`src/hw/rtl/rotation_matrix_to_euler_macros.svh`:
```
// Assertion macros for the rotation matrix to Euler angles block.
// Used by files that expect clk_i and rst_ni in scope.
`ifndef ROTATION_MATRIX_TO_EULER_MACROS_SVH
`define ROTATION_MATRIX_TO_EULER_MACROS_SVH

// implication checked every clock, off during reset
`define RME_ASSERT(lbl, prop) \
  lbl: assert property (@(posedge clk_i) disable iff (!rst_ni) prop) \
    else $error("rme assertion failed");

// plain condition checked every clock, also during reset
`define RME_ASSERT_ALWAYS(lbl, prop) \
  lbl: assert property (@(posedge clk_i) prop) \
    else $error("rme assertion failed");

`endif

```
`src/hw/rtl/rme_pkg.sv`:
```
// Package for the rotation matrix to Euler angles block.
// Widths, register indexes, CORDIC table and angle quantizing; no dependencies.
package rme_pkg;

  localparam int ANGLE_BITS   = 16;
  localparam int CORDIC_STEPS = 16;
  localparam int SQ_STEPS     = 15;  // isqrt digit steps for a 29-bit radicand
  localparam int CW           = 34;  // CORDIC datapath width
  localparam int OW           = 17;  // CORDIC operand width (negated Q1.14)
  localparam int RW           = 30;  // isqrt working width

  localparam int QSHIFT = 32 - ANGLE_BITS;
  localparam int SH_R   = (ANGLE_BITS >= 16) ? ANGLE_BITS - 16 : 0;
  localparam int SH_L   = (ANGLE_BITS < 16) ? 16 - ANGLE_BITS : 0;

  localparam logic signed [CW-1:0] HALF_PI = CW'(64'sd1073741824);
  localparam logic signed [15:0]   ONE_Q14 = 16'sd16384;

  typedef enum logic [7:0] {
    REG_GIMBAL_EN  = 8'd0,
    REG_GIMBAL_THR = 8'd1
  } cfg_reg_e;

  function automatic logic signed [CW-1:0] atan_lut(input logic [4:0] i);
    logic signed [CW-1:0] v;
    case (i)
      5'd0:  v = CW'(64'sd536870912);
      5'd1:  v = CW'(64'sd316933406);
      5'd2:  v = CW'(64'sd167458907);
      5'd3:  v = CW'(64'sd85004756);
      5'd4:  v = CW'(64'sd42667331);
      5'd5:  v = CW'(64'sd21354465);
      5'd6:  v = CW'(64'sd10679838);
      5'd7:  v = CW'(64'sd5340245);
      5'd8:  v = CW'(64'sd2670163);
      5'd9:  v = CW'(64'sd1335087);
      5'd10: v = CW'(64'sd667544);
      5'd11: v = CW'(64'sd333772);
      5'd12: v = CW'(64'sd166886);
      5'd13: v = CW'(64'sd83443);
      5'd14: v = CW'(64'sd41722);
      5'd15: v = CW'(64'sd20861);
      5'd16: v = CW'(64'sd10430);
      5'd17: v = CW'(64'sd5215);
      5'd18: v = CW'(64'sd2608);
      5'd19: v = CW'(64'sd1304);
      5'd20: v = CW'(64'sd652);
      5'd21: v = CW'(64'sd326);
      5'd22: v = CW'(64'sd163);
      5'd23: v = CW'(64'sd81);
      default: v = '0;
    endcase
    return v;
  endfunction

  // internal angle (pi = 2^31) to 16-bit binary angle, round half up
  function automatic logic [15:0] to_out(input logic signed [CW-1:0] z);
    logic signed [CW-1:0] q;
    q = (z + CW'(64'sd1 <<< (QSHIFT - 1))) >>> QSHIFT;
    q = (q >>> SH_R) <<< SH_L;
    return q[15:0];
  endfunction

endpackage

```
`src/hw/rtl/rme_isqrt.sv`:
```
// Pipelined integer square root, one result digit per register stage.
// Depends on rme_pkg.
module rme_isqrt
  import rme_pkg::*;
(
  input  logic          clk_i,
  input  logic          en_i,
  input  logic [RW-1:0] n_i,
  output logic [14:0]   r_o
);

  logic [RW-1:0] n_q [SQ_STEPS+1];
  logic [RW-1:0] r_q [SQ_STEPS+1];

  assign n_q[0] = n_i;
  assign r_q[0] = '0;

  for (genvar k = 0; k < SQ_STEPS; k++) begin : g_step
    localparam logic [RW-1:0] BIT = RW'(1) << (2 * (SQ_STEPS - 1 - k));
    logic [RW-1:0] trial;
    logic [RW-1:0] n_d, r_d;
    always_comb begin
      trial = r_q[k] + BIT;
      if (n_q[k] >= trial) begin
        n_d = n_q[k] - trial;
        r_d = (r_q[k] >> 1) + BIT;
      end else begin
        n_d = n_q[k];
        r_d = r_q[k] >> 1;
      end
    end
    always_ff @(posedge clk_i) begin
      if (en_i) begin
        n_q[k+1] <= n_d;
        r_q[k+1] <= r_d;
      end
    end
  end

  assign r_o = r_q[SQ_STEPS][14:0];

endmodule

```
`config.mk`:
```
export PLATFORM = sky130hd
export DESIGN_NAME = rme_isqrt
export DESIGN_NICKNAME = d
export VERILOG_FILES = /design/src/hw/rtl/rotation_matrix_to_euler_macros.svh /design/src/hw/rtl/rme_pkg.sv /design/src/hw/rtl/rme_isqrt.sv
export SDC_FILE = /design/constraint.sdc
export NUM_CORES = 1
export LEC_CHECK = 0
export BUFFER_PORTS_ARGS = -buffer_cell sky130_fd_sc_hd__clkbuf_2
export CAP_MARGIN = 20
export CORE_MARGIN = 1
export CORE_UTILIZATION = 45
export CTS_BUF_LIST = sky130_fd_sc_hd__clkbuf_8
export DETAILED_ROUTE_END_ITERATION = 16
export GPL_ROUTABILITY_DRIVEN = 0
export PLACE_DENSITY = 0.58
export SETUP_SLACK_MARGIN = 0.02
export SLEW_MARGIN = 30
export SYNTH_ARGS = -nofsm -noshare
export SYNTH_HDL_FRONTEND = slang
export SYNTH_SLANG_ARGS = --single-unit
```
`constraint.sdc`:
```
create_clock -name clk_i -period 3.09 [get_ports clk_i]
set_clock_uncertainty 0.05 [all_clocks]
set_input_delay 0.4635 -clock clk_i [delete_from_list [all_inputs] [get_ports clk_i]]
set_output_delay 0.4635 -clock clk_i [all_outputs]
set_load 0.02 [all_outputs]
```
# Word level (Yosys, flattened, before mapping)
# Cells that the tools add are included.
[op_classes] order_cmp=15 muxes=29 addsub=42
[op_table] op=">= comparator 30 bit" n=14
[op_table] op="two-way mux 30 bit" n=14
[op_table] op="two-way mux 29 bit" n=14
[op_table] op="subtractor 30 bit" n=13
[op_table] op="adder 29 x 11 -> 30 bit, second input constant" n=1
[op_table] op="adder 29 x 13 -> 30 bit, second input constant" n=1
[op_table] op="adder 29 x 15 -> 30 bit, second input constant" n=1
[op_table] op="adder 29 x 17 -> 30 bit, second input constant" n=1
[op_table] op="adder 29 x 19 -> 30 bit, second input constant" n=1
[op_table] op="adder 29 x 21 -> 30 bit, second input constant" n=1
[op_table] op="adder 29 x 23 -> 30 bit, second input constant" n=1
[op_table] op="adder 29 x 25 -> 30 bit, second input constant" n=1
[op_table] op="adder 29 x 27 -> 30 bit, second input constant" n=1
[op_table] op="adder 29 x 3 -> 30 bit, second input constant" n=1
[op_table] op="adder 29 x 5 -> 30 bit, second input constant" n=1
[op_table] op="adder 29 x 7 -> 30 bit, second input constant" n=1
[op_table] op="adder 29 x 9 -> 30 bit, second input constant" n=1
[op_table] op="adder 30 x 1 -> 30 bit, second input constant" n=1
[op_table] op="adder 30 x 11 -> 30 bit, second input constant" n=1
[op_table] op="adder 30 x 13 -> 30 bit, second input constant" n=1
[op_table] op="adder 30 x 15 -> 30 bit, second input constant" n=1
[op_table] op="adder 30 x 17 -> 30 bit, second input constant" n=1
[op_table] op="adder 30 x 19 -> 30 bit, second input constant" n=1
[op_table] op="adder 30 x 21 -> 30 bit, second input constant" n=1
[op_table] op="other kinds (11)" n=11
[totals] reg_bits=855

# Logic depth before layout (Yosys ltp)
# Gate-level depths: netlist of the first run.
[logic_depth] depth_word=3 mapped_depth=13

# Worst setup path before layout of the first run
# No wires, ideal clock.
[synth_path] path_kind="register to register" startpoint="register n_q[81] (netlist name)" endpoint="register n_q[59] (netlist name) (data pin)" path_slack_ps=257 stages_incl_launch_ff=9 required_time_ps=2780 t_arrival_ps=2523 setup_ps=260 path_cell_list="edfxtp_1 -> nor4_4 -> nand2_2 -> or4_4 -> or4_4 -> a211oi_2 -> buf_4 -> nor2_1 -> mux2_2"
[synth_between] elab_chain_cells=2 elab_cells_between_ends=3 cone_classes="1 x add/sub; 1 x order compare; 1 x mux"
[synth_rtl] element="start: declaration" line="rme_isqrt.sv:12" rtl="logic [RW-1:0] n_q [SQ_STEPS+1];"
[synth_rtl] element="start signal: indexed assignment" line="rme_isqrt.sv:34" rtl="n_q[k+1] <= n_d;"
[synth_rtl] element="subtractor 30 bit / >= comparator 30 bit (equally long branches)" line="rme_isqrt.sv:25, rme_isqrt.sv:24"
[synth_rtl] element="two-way mux 30 bit *" line="rme_isqrt.sv:24" rtl="if (n_q[k] >= trial) begin"
[synth_rtl] element="named net g_step[13].n_d[29]" line="rme_isqrt.sv:21" rtl="logic [RW-1:0] n_d, r_d;"
# Mark *: on every way through the listed nets, which the timed path passes. The rest lies on a longest branch.
# A chain may end at the register's enable or synchronous reset.

# Worst setup path after layout of the first run
[layout_path] startpoint="register n_q[160] (netlist name)" endpoint="register n_q[149] (netlist name) (data pin)"
[layout_between] elab_chain_cells=2 elab_cells_between_ends=3 cone_classes="1 x add/sub; 1 x order compare; 1 x mux"
[layout_rtl] element="subtractor 30 bit / >= comparator 30 bit (equally long branches)" line="rme_isqrt.sv:25, rme_isqrt.sv:24"
[layout_rtl] element="two-way mux 30 bit *" line="rme_isqrt.sv:24"
[layout_rtl] element="named net g_step[10].n_d[29]" line="rme_isqrt.sv:21"
# Marked as above.

==> results of run 1 <==
## final cells by class
class	count	area (um^2)	share of cell area, %
Sequential cell	540	16200	56.3
Clock buffer	93	1280	4.44
Clock inverter	61	329	1.14
Tap cell	748	936	3.25
Multi-Input combinational cell	1207	8440	29.3
Antenna cell	1	2.50	0.00868
Inverter	160	603	2.09
Timing Repair Buffer	131	1020	3.53
## power groups by stage
stage / Clock (mW) / Combinational (mW) / Sequential [mW]
2_1_floorplan: 0 / 2.39 / 9.77
3_3_place_gp: 0 / 3.16 / 10.0
3_5_place_dp: 0 / 3.23 / 10.0
4_1_cts: 5.93 / 3.28 / 9.87
5_1_grt: 6.23 / 3.69 / 9.96
6_report: 5.73 / 3.29 / 9.87
## kinds of logic (layout without fill, tap and decap cells)
group	Yosys count	count (layout)	synth area share, %
AND/OR/NAND/NOR	558	558	11.6
XOR/XNOR	173	173	5.99
buffers and inverters	188	445	2.87
other	0	1	0
adder cells (fa/ha/maj)	131	131	6.48
AO/OA/AOI/OAI	327	327	8.21
flip-flops	540	540	64.1
multiplexers	18	18	0.777
## flip-flops by register name (all words and copies together), names as in the netlist
register	count
r_o	15
r_q	105
n_q	420
## through the flow
stage | utilization (%) | total power [mW] | instance area (um^2) | setup WS, ns
finish | 52.1 | 18.9 | 28800 | 0.0470
global route | 52.1 | 19.9 | 28800 | 0.0229
CTS | 52.0 | 19.1 | 28700 | 0.0288
detailed placement | 48.5 | 13.2 | 26800 | 0.0382
global placement | 48.5 | 13.2 | 26800 | 0.0815
floorplan | - | 12.2 | 25300 | 0.257
## how the worst min path moves through the flow
stage | start | endpoint | slack [ns] | cells past startpoint
finish | en_i | r_q[256]$_DFFE_PP_ | 0.15 | 1
global route | en_i | r_q[256]$_DFFE_PP_ | 0.11 | 1
CTS | en_i | r_q[256]$_DFFE_PP_ | 0.1 | 1
detailed placement | n_q[283]$_DFFE_PP_ | n_q[253]$_DFFE_PP_ | 0.38 | 0
global placement | n_q[252]$_DFFE_PP_ | n_q[222]$_DFFE_PP_ | 0.38 | 0
floorplan | n_q[306]$_DFFE_PP_ | n_q[276]$_DFFE_PP_ | 0.37 | 0
## what timing repair did
action                     CTS  global route
pin swaps                    1             2
gates cloned                 0             0
buffers inserted             0             0
hold endpoints to repair    31             0
setup endpoints to repair    4            46
gates resized for setup      0            19
hold buffers                31             0
## per-layer routing
| layer | up-vias | global-route usage, % | wire length (um) |
|---|---|---|---|
| li1 | 7634 | - | - |
| met1 | 7286 | 17.3 | 18400 |
| met2 | 270 | 35.3 | 27800 |
| met3 | 124 | 3.37 | 1570 |
| met4 | 0 | 9.09 | 2160 |
| met5 | - | 0 | 0 |
## placed cells by master, fill, tap and decap left out, types with 6 or more instances in the layout
cell                            instances
sky130_fd_sc_hd__nand2b_1              25
sky130_fd_sc_hd__o31ai_1               15
sky130_fd_sc_hd__clkbuf_8              93
sky130_fd_sc_hd__and3_1                 9
sky130_fd_sc_hd__a21oi_1              100
sky130_fd_sc_hd__clkinv_1              19
sky130_fd_sc_hd__o211ai_1               7
sky130_fd_sc_hd__inv_1                184
sky130_fd_sc_hd__o21a_1                20
sky130_fd_sc_hd__or3_1                 20
sky130_fd_sc_hd__o21ai_0               72
sky130_fd_sc_hd__o2111ai_1              6
sky130_fd_sc_hd__nor2_1               139
sky130_fd_sc_hd__nand4_1               24
sky130_fd_sc_hd__nand3b_1               8
sky130_fd_sc_hd__xor2_1                76
sky130_fd_sc_hd__or4_1                  8
sky130_fd_sc_hd__a211oi_1              12
sky130_fd_sc_hd__nor3_1                60
sky130_fd_sc_hd__o21bai_1               7
sky130_fd_sc_hd__mux2_2                13
sky130_fd_sc_hd__nand4b_1              11
sky130_fd_sc_hd__edfxtp_1             540
sky130_fd_sc_hd__clkinv_2               8
sky130_fd_sc_hd__and2_1                 8
sky130_fd_sc_hd__buf_4                 49
sky130_fd_sc_hd__a21o_1                33
sky130_fd_sc_hd__a21boi_0               6
sky130_fd_sc_hd__nor4b_1                7
sky130_fd_sc_hd__clkbuf_2              45
sky130_fd_sc_hd__nand2_1               98
sky130_fd_sc_hd__dlygate4sd3_1         31
sky130_fd_sc_hd__nor4_1                58
sky130_fd_sc_hd__nor2b_1               23
sky130_fd_sc_hd__nand3_1               30
sky130_fd_sc_hd__ha_1                 131
sky130_fd_sc_hd__xnor2_1               97
## worst max-delay path, cell delays in order, from the launching register on
cell                       delay, ns
sky130_fd_sc_hd__edfxtp_1       0.41
sky130_fd_sc_hd__ha_1           0.36
sky130_fd_sc_hd__buf_4          0.15
sky130_fd_sc_hd__o21ai_0        0.11
sky130_fd_sc_hd__a22oi_1        0.19
sky130_fd_sc_hd__nor4_1         0.55
sky130_fd_sc_hd__o31ai_1        0.29
sky130_fd_sc_hd__nor2b_1        0.23
sky130_fd_sc_hd__nor4bb_1       0.33
sky130_fd_sc_hd__xor2_1         0.10
==> results.txt, run 1 <==
- Maximum buffer depth of the clock tree: 3
- TritonCTS built the clock tree.
* Crit share post-route: 98.5%
- Worst min-delay path class: input pin to flip-flop
- In this run, distinct cell masters in the synthesized netlist total 75.
* Net Switching: 5.21 mW
- Maximum number of pins on one net before global-route repair: 116
- Power spread over the standard cell area amounts to 655 nW/um^2.
- Global-route wire length before repair: 79.7 mm
* HPWL after detailed placement: 36.5 mm
* Netlist area before placement: 25300 um^2
* Syn Nets: 2098
- Sequential group share of total power: 52.2%
- GRT Total Usage: 17.9%
- Starting DRC count in detailed routing: 729
- Cell Count Post-Placement: 2755
- Combinational cell fraction of total power: 17.4%
* Top cells by area in the synthesized netlist: sky130_fd_sc_hd__edfxtp_1, sky130_fd_sc_hd__ha_1, sky130_fd_sc_hd__xnor2_1
- For the worst setup path, the data arrival time is 3.39 ns.
* Total detailed-routing wirelength: 49.9 mm
- List of most frequent post-synthesis cells: sky130_fd_sc_hd__edfxtp_1, sky130_fd_sc_hd__inv_1, sky130_fd_sc_hd__nor2_1
- Clock Sinks: 540
- Run status: finished, final reports clean
* Data required time at the worst endpoint: 3.44 ns
- Slew of the pin with the lowest slew margin: 0.699 ns
- Non-Filler Instances: 2941
- Worst setup path start: n_q[160]$_DFFE_PP_
* Slew HR: 52.7%
- The setup path with the least slack is of type flip-flop to flip-flop.
- Before antenna repair, the detailed router went through 5 iterations.
- The final-report hold violation count is 0.
- Following the worst setup path forward leads to its endpoint at n_q[149]$_DFFE_PP_.
- The die is 239 um wide.
- For this run, asynchronously set or reset flops after synthesis account for 0%.
* Reg-to-reg setup timing slack: 0.05 ns
* Die ar.: 57200 um^2
- The largest total area in the synthesized netlist belongs to sky130_fd_sc_hd__edfxtp_1.
- Top_reg_cell synth: sky130_fd_sc_hd__edfxtp_1
- Pin placement for this block handled 47 I/O pins.
- Endpoint of the worst register-to-register path: n_q[149]$_DFFE_PP_
* Share of synthesized area occupied by flip-flops and latches: 64.1%
* Total global routing overflow: 0
- Yosys printed 0 warnings.
- Count of mapped cells out of synthesis: 1935
- In this run the standard cell core region covers 55300 um^2.
- IR analysis of the VDD net gives a maximum drop of 0.368 mV.
* Setup_tns: 0 ns
* Vias in the first global route: 15900
* Total setup violations reported at the end of the flow: 0
- Max Freq: 329 MHz
* Number of buffers created by CTS: 91
- Cell with the most instances after synthesis: sky130_fd_sc_hd__edfxtp_1
- For this design the static power due to leakage is 11.1 nW.
* Vertical extent of the die: 239 um
- STA classifies the critical path endpoint as a flip-flop.
- In this run the critical register-to-register path is launched from n_q[160]$_DFFE_PP_.
- Row count: 86
- CTS Root Buffer Type: sky130_fd_sc_hd__clkbuf_8
* Count of flip-flops with a built-in enable after synthesis: 540
- The initial utilization of the core area, before any placement, comes to 45.7%.
- The initial antenna violation count was 1.
- The H-tree was split into 3 levels.
* FF-to-FF path depth: 9
* Clock insertion delay at the later pin of the skew report: 0.68 ns
* Total number of nets in the final design: 2294
- Dividing the detail-routed wire length by the instance count gives 17.0 um.
- After clock tree synthesis, the clock-pin slew on the worst setup and hold paths is 0.06 ns.
* Count of unresolved DRC violations after routing: 0
* Max-slew violations: 0
- Avg Inst Size Synth: 13.1 um^2
- Cell internal power was estimated by the tool at 13.7 mW.
- In the final layout, the share of cells above drive strength 1 is 11.5%.
* Vias after detailed routing: 15300
- Number of port buffers: 46
- Max-cap violations in this run came to 0.
* Layout fillers: 4698
- The clock network burns 30.3% of the power.
- From synthesis to final layout, the design area changed by 13.9%.
- Number of nets still failing antenna checks after routing: 0
* Unrepaired setup endpoints after global routing: false
- Area share of the largest cell type after synthesis: 64.1%
* Flip-flop and latch count after synthesis: 540
- Final hold analysis gives a worst-case slack of 0.147 ns.
- STA classifies the critical path startpoint as a flip-flop.
- In the routed layout, each cell is associated on average with a via count of 5.21.
- Of all nets on the critical path, the largest fanout is 3.
- After layout, the minimum clock period comes to 3.04 ns.
* Switching part of the total power: 27.6%
Power figures use the tool's default switching activity.
==> run 2, diff against run 1 <==
==> constraint.sdc (replaced) <==
create_clock -name clk_i -period 3.09 [get_ports clk_i]
set_clock_uncertainty 0.05 [all_clocks]
set_input_delay 0.1545 -clock clk_i [delete_from_list [all_inputs] [get_ports clk_i]]
set_output_delay 0.1545 -clock clk_i [all_outputs]
set_load 0.02 [all_outputs]
==> run 2 against run 1 <==
Against the previous run:
- power hardly changed
- clock power barely moved
- final area up 0.24%
- non-clock buffer count up 8
- critical path type unchanged
==> results.txt, run 2 (synthesis results as in run 1) <==
- The floorplan die width is 239 um (unchanged).
- Most used cells in the layout excluding fill and tap cells: sky130_fd_sc_hd__edfxtp_1, sky130_fd_sc_hd__inv_1, sky130_fd_sc_hd__nor2_1
- Total detailed-routing wirelength: 50.0 mm (+0.26%)
* Antenna violations before repair: 1 (unchanged)
- The area of all placed cells without fillers is 28900 um^2 (+0.24%).
- GRT Total Usage: 17.8% (-0.10 points)
- Number of flip-flops in the largest register: 420 (unchanged)
- The count of boundary I/O pins is 47 (unchanged).
* Total setup violations reported at the end of the flow: 0 (unchanged)
- The number of max-cap violations was 0 (unchanged).
- The number of input and output port buffers inserted came to 46 (unchanged).
- The total overflow reported by the global router is 0 (unchanged).
- CTS Root Buffer Type: sky130_fd_sc_hd__clkbuf_8
- Worst setup path start: n_q[79]$_DFFE_PP_
- Worst-case setup slack after placement: 0.0708 ns (+0.0326 ns)
* Vias in the first global route: 15900 (-0.019%)
* Startpoint type of the worst setup path: flip-flop
* TritonCTS clock tree: done
- Average wire per cell in the routed design: 16.9 um (-0.31%)
* R2r startpoint: n_q[79]$_DFFE_PP_
- Most common library cell in the layout ignoring fill and taps: sky130_fd_sc_hd__edfxtp_1
- The number of antenna-violating nets in the routed design came to 0 (unchanged).
* Slew of the pin with the lowest slew margin: 0.719 ns (+0.0202 ns)
* Maximum buffer depth of the clock tree: 3 (unchanged)
- Vertical extent of the die: 239 um (unchanged)
- The final-report hold violation count is 0 (unchanged).
- Register ranked first by flip-flop count: n_q
- The maximum number of pins on one net before global-route repair came to 80 (-31%).
- Clk slew on worst S/H paths: 0.06 ns (about the same)
* Data required time at the worst endpoint: 3.43 ns (about the same)
- The worst hold path belongs to the class input pin to flip-flop.
- Share of layout cells above drive strength 1: 11.5% (-0.043 points)
- First-pass iteration count of the detailed router: 5 (unchanged)
- The total number of clock tree sinks was 540 (unchanged).
* Run status: finished, final reports clean
- The detailed placer's ending HPWL came to 36.3 mm (-0.52%).
* Total number of nets in the final design: 2302 (+0.35%)
* Slew HR: 52.0% (-0.69 points)
- Unrepaired setup endpoints after global routing: true
- The final cycle utilization of the critical path was 98.3% (-0.21 points).
- The timing-limited maximum frequency is 329 MHz (+0.22%).
* Die ar.: 57200 um^2 (unchanged)
- The ratio of total power to cell area is 654 nW/um^2 (-0.28%).
* Final critical-path required period: 3.04 ns (-0.00664 ns)
- The first-pass GRT wire length is 79.2 mm (-0.68%).
- The number of max-slew violations in the final report came to 0 (unchanged).
- Critical path type: flip-flop to flip-flop
* Row count: 86 (unchanged)
- Maximum vdd drop: 0.445 mV (+21%)
- The number of H-tree levels came to 3 (unchanged).
- Count of unresolved DRC violations after routing: 0 (unchanged)
- The maximum net fanout on the critical path came to 4 (+1).
* Post-layout worst setup margin: 0.0537 ns (+0.00664 ns)
- The number of DRC violations after detailed-routing iteration 0 is 768 (+5.3%).
- Signal arrival time at the worst endpoint: 3.38 ns (about the same)
- The startpoint identified for the worst hold timing path is n_i[26].
- Area growth from synthesis to layout: 14.2%
- Vias after detailed routing: 15500 (+1.1%)
* Endpoint class of the critical path: flip-flop
- The number of buffers added by the clock tree synthesis step is 91 (unchanged).
- The leakage power was 11.2 nW (+0.92%).
* Starting Density: 45.7% (unchanged)
* Via density per instance: 5.23 (+0.52%)
- Total placed instance area: 26900 um^2 (+0.13%)
* Core outline area: 55300 um^2 (unchanged)
- The clock network latency to the later pin of the worst-skew pair came to 0.69 ns (about the same).
## run 2: report_power, final
group	total [mW]	internal (mW)	switching (mW)
clock network	5.72	2.87	2.85
logic	3.31	1.49	1.81
registers	9.86	9.24	0.624
total	18.9	13.6	5.28
## run 2: final timing paths
kind                        end  slack (ns)  depth (start not counted)
min          n_q[446]$_DFFE_PP_        0.14                          2
max reg2reg   n_q[59]$_DFFE_PP_        0.05                          7
max           n_q[59]$_DFFE_PP_        0.05                          7
min reg2reg   r_q[39]$_DFFE_PP_        0.38                          0
## run 2: critical path, stage by stage (launching register included)
cell,delay [ns]
sky130_fd_sc_hd__edfxtp_1,0.45
sky130_fd_sc_hd__nor4_4,0.38
sky130_fd_sc_hd__nand2_2,0.12
sky130_fd_sc_hd__or4_4,0.44
sky130_fd_sc_hd__or4_4,0.52
sky130_fd_sc_hd__a221oi_1,0.27
sky130_fd_sc_hd__o41ai_1,0.18
sky130_fd_sc_hd__mux2_2,0.32
## run 2: cell type report
type / count / area, um^2
fillers: 4736 / 26400
flip-flops and latches: 540 / 16200
multi-input cells: 1207 / 8400
clock buffers: 91 / 1250
repair buffers: 139 / 1090
well taps: 748 / 936
inverters: 160 / 603
clock inverters: 72 / 384
diodes: 1 / 2.50
## run 2: layer usage
| layer | routed length, um | track usage, % | up-vias |
|---|---|---|---|
| li1 | - | - | 7661 |
| met1 | 18200 | 17.2 | 7340 |
| met2 | 27000 | 34.2 | 339 |
| met3 | 1760 | 3.11 | 142 |
| met4 | 2970 | 11.7 | 0 |
| met5 | 0 | 0 | - |
## run 2: what timing repair did
item | 4_1_cts | 5_1_grt
hold buffers | 32 | 0
resized for setup | 0 | 11
buffers inserted | 0 | 4
endpoints found under the setup margin | 0 | 54
hold endpoints to repair | 98 | 0
## run 2: per-stage QoR
step | cells | hold WS (ns) | util [%] | power [mW] | TNS [ns]
floorplan | 1935 | 0.203 | - | 12.2 | 0
finish | 2958 | 0.135 | 52.2 | 18.9 | 0
global placement | 2758 | 0.283 | 48.6 | 13.2 | 0
global route | 2958 | 0.0819 | 52.2 | 19.9 | -0.00483
detailed placement | 2758 | 0.283 | 48.6 | 13.3 | 0
CTS | 2953 | 0.0607 | 52.1 | 19.1 | 0
==> run 3, diff against run 2 <==
--- a/config.mk
+++ b/config.mk
@@ -12,7 +12,7 @@
 export CTS_BUF_LIST = sky130_fd_sc_hd__clkbuf_8
 export DETAILED_ROUTE_END_ITERATION = 16
 export GPL_ROUTABILITY_DRIVEN = 0
-export PLACE_DENSITY = 0.58
+export MAX_ROUTING_LAYER = met4
 export SETUP_SLACK_MARGIN = 0.02
 export SLEW_MARGIN = 30
 export SYNTH_ARGS = -nofsm -noshare
==> run 3 against run 2 <==
Against the previous run:
- global-route usage up 0.36 points
- critical path depth unchanged
- clock power is 2% lower
- sequential cell count unchanged
- sequential power about the same
- first-iteration DRC count is 19% lower
- non-clock buffer count fell by 5
==> results.txt, run 3 (synthesis results as in run 1) <==
- The flow ran to the end, and the final reports show no timing, DRC or antenna violations.
- Endpoint class of the critical path: flip-flop
- Sum of buffers and inverters on the critical path: 1 (+1)
- Max Freq: 328 MHz (-0.54%)
- The first-pass GRT wire length came to 78.8 mm (-0.44%).
- Vias after detailed routing: 15600 (+0.63%)
* CTS Root Buffer Type: sky130_fd_sc_hd__clkbuf_8
- Layout fillers: 4707 (-0.61%)
* Share of layout cells above drive strength 1: 11.6% (+0.098 points)
- The floorplan die width came to 239 um (unchanged).
* Maximum number of pins on one net before global-route repair: 102 (+28%)
- The total overflow reported by the global router came to 0 (unchanged).
- The worst slew margin relative to its limit came to 47.7% (-4.3 points).
* Worst Hold Slack: 0.118 ns (-0.0174 ns)
- TritonCTS built the clock tree.
- The maximum net fanout on the critical path came to 23 (+19).
- Clk slew on worst S/H paths: 0.06 ns (about the same)
* Clock Sinks: 540 (unchanged)
- The final number of setup-violating endpoints is 0 (unchanged).
- The detailed placer's ending HPWL is 35.7 mm (-1.8%).
- Register ranked first by flip-flop count: n_q
- The clock network latency to the later pin of the worst-skew pair was 0.69 ns (about the same).
- The initial antenna violation count was 0 (-1).
- Number of nets still failing antenna checks after routing: 0 (unchanged)
* Signal arrival time at the worst endpoint: 3.41 ns (+0.03 ns)
- The final cycle utilization of the critical path was 98.8% (+0.53 points).
- Critical path's top delay family: compound AO/OA/AOI/OAI gates
- Critical path type: flip-flop to flip-flop
- Number of port buffers: 46 (unchanged)
- GRT Total Usage: 18.1% (+0.36 points)
* CTS HTree Levels: 3 (unchanged)
- The final-report hold violation count was 0 (unchanged).
- Area growth from synthesis to layout: 13.9%
- Max-slew violations: 0 (unchanged)
- The number of max-cap violations came to 0 (unchanged).
* Startpoint type of the worst setup path: flip-flop
- Standard cell with the maximum stage delay on the critical path: sky130_fd_sc_hd__a2111oi_0
- Leaving out fill and tap cells, the most frequent cells in the layout are sky130_fd_sc_hd__edfxtp_1, sky130_fd_sc_hd__inv_1, sky130_fd_sc_hd__nor2_1.
* Average wire per cell in the routed design: 16.6 um (-1.6%)
- The ratio of total power to cell area was 651 nW/um^2 (-0.36%).
- The total wire length was 49.1 mm (-1.9%).
- Data required time at the worst endpoint: 3.45 ns (+0.02 ns)
* First-pass iteration count of the detailed router: 5 (unchanged)
- Core outline area: 55300 um^2 (unchanged)
* Total number of nets in the final design: 2296 (-0.26%)
- The post-route minimum period came to 3.05 ns (+0.0164 ns).
- Slew of the pin with the lowest slew margin: 0.773 ns (+0.0536 ns)
- The maximum ir drop on the vdd rail was 0.448 mV (+0.62%).
- The area of all placed cells without fillers was 28800 um^2 (-0.27%).
- Starting Density: 45.7% (unchanged)
- Die ar.: 57200 um^2 (unchanged)
- Leaving out fill and tap cells, the most frequent cell in the layout is sky130_fd_sc_hd__edfxtp_1.
- Highest cell delay on the worst timing path: 0.55 ns (+0.03 ns)
* Worst min-delay path class: input pin to flip-flop
* Maximum buffer depth of the clock tree: 3 (unchanged)
- The cell area reported after detailed placement is 26800 um^2 (about the same).
- Traced cell by cell, the critical path runs through ha_1, a21o_1, a211o_1, a2111oi_0, o211ai_2, buf_4, mux2_2.
- Vertical extent of the die: 239 um (unchanged)
- The leakage power is 11.1 nW (-0.71%).
* Vias in the first global route: 16200 (+1.7%)
- The DRC violation count after routing came to 0 (unchanged).
- The number of flip-flops under the largest register name came to 420 (unchanged).
* Number of buffers created by CTS: 90 (-1.1%)
* Total I/O pin count: 47 (unchanged)
- The average via count per standard cell is 5.28 (+0.97%).
* Row count: 86 (unchanged)
* Starting DRC count in detailed routing: 624 (-19%)
-- run 3: cell count changes in the layout (fill, tap and decap cells not counted), moves of 2 or more --
cell / change
sky130_fd_sc_hd__inv_1: -13
sky130_fd_sc_hd__clkinv_2: +6
sky130_fd_sc_hd__buf_4: -5
sky130_fd_sc_hd__clkinv_1: +3
sky130_fd_sc_hd__a211oi_1: -2
sky130_fd_sc_hd__a211oi_2: +2
-- run 3: routing by layer --
metal  global-route usage (%)  vias up  wire length (um)
li1                         -     7647                 -
met1                     15.9     7474             17000
met2                     36.3      322             28600
met3                     3.42      137              1590
met4                     8.20        0              1940
met5                        -        -                 0
-- run 3: layout make-up --
class	instances	area, um^2	area share [%]
sequential	540	16200	56.3
inverter	160	603	2.09
clock inverter	68	354	1.23
clock buffer	90	1240	4.30
tap	748	936	3.25
antenna	1	2.50	0.00869
multi-input combinational	1207	8410	29.2
timing repair buffer	134	1060	3.67
-- run 3: worst reg2reg max path, stage by stage, from the launching register on --
cell and delay [ns]:
sky130_fd_sc_hd__edfxtp_1 0.40, sky130_fd_sc_hd__ha_1 0.40, sky130_fd_sc_hd__a21o_1 0.21, sky130_fd_sc_hd__a211o_1 0.33
sky130_fd_sc_hd__a2111oi_0 0.55, sky130_fd_sc_hd__o211ai_2 0.26, sky130_fd_sc_hd__buf_4 0.29, sky130_fd_sc_hd__mux2_2 0.30
-- run 3: power breakdown --
part / total, mW / internal, mW / switching, mW
logic: 3.30 / 1.48 / 1.82
registers: 9.84 / 9.24 / 0.607
clock network: 5.62 / 2.77 / 2.86
-- run 3: final timing paths --
kind / cells after the start / end / slack [ns] / startpoint
max: 7 / n_q[108]$_DFFE_PP_ / 0.04 / n_q[137]$_DFFE_PP_
max reg2reg: 7 / n_q[108]$_DFFE_PP_ / 0.04 / n_q[137]$_DFFE_PP_
min: 2 / n_q[422]$_DFFE_PP_ / 0.12 / n_i[2]
min reg2reg: 0 / n_q[375]$_DFFE_PP_ / 0.38 / n_q[405]$_DFFE_PP_
-- run 3: through the flow --
stage               utilization [%]  total power [mW]  setup TNS [ns]  std cells  setup slack [ns]
global placement               48.5              13.1               0       2756            0.0608
detailed placement             48.5              13.2          -0.122       2756           -0.0439
CTS                            52.0              19.0               0       2947            0.0241
global route                   52.1              19.8       -0.000308       2947         -0.000308
finish                         52.1              18.8               0       2948            0.0373
floorplan                         -              12.2               0       1935             0.257
-- run 3: timing repair --
action,4_1_cts,5_1_grt
cloned,0,0
setup endpoints to repair,7,49
pin swaps,1,1
gates resized for setup,0,13
setup buffers,1,0
hold buffers,32,0
hold endpoints to repair,78,0
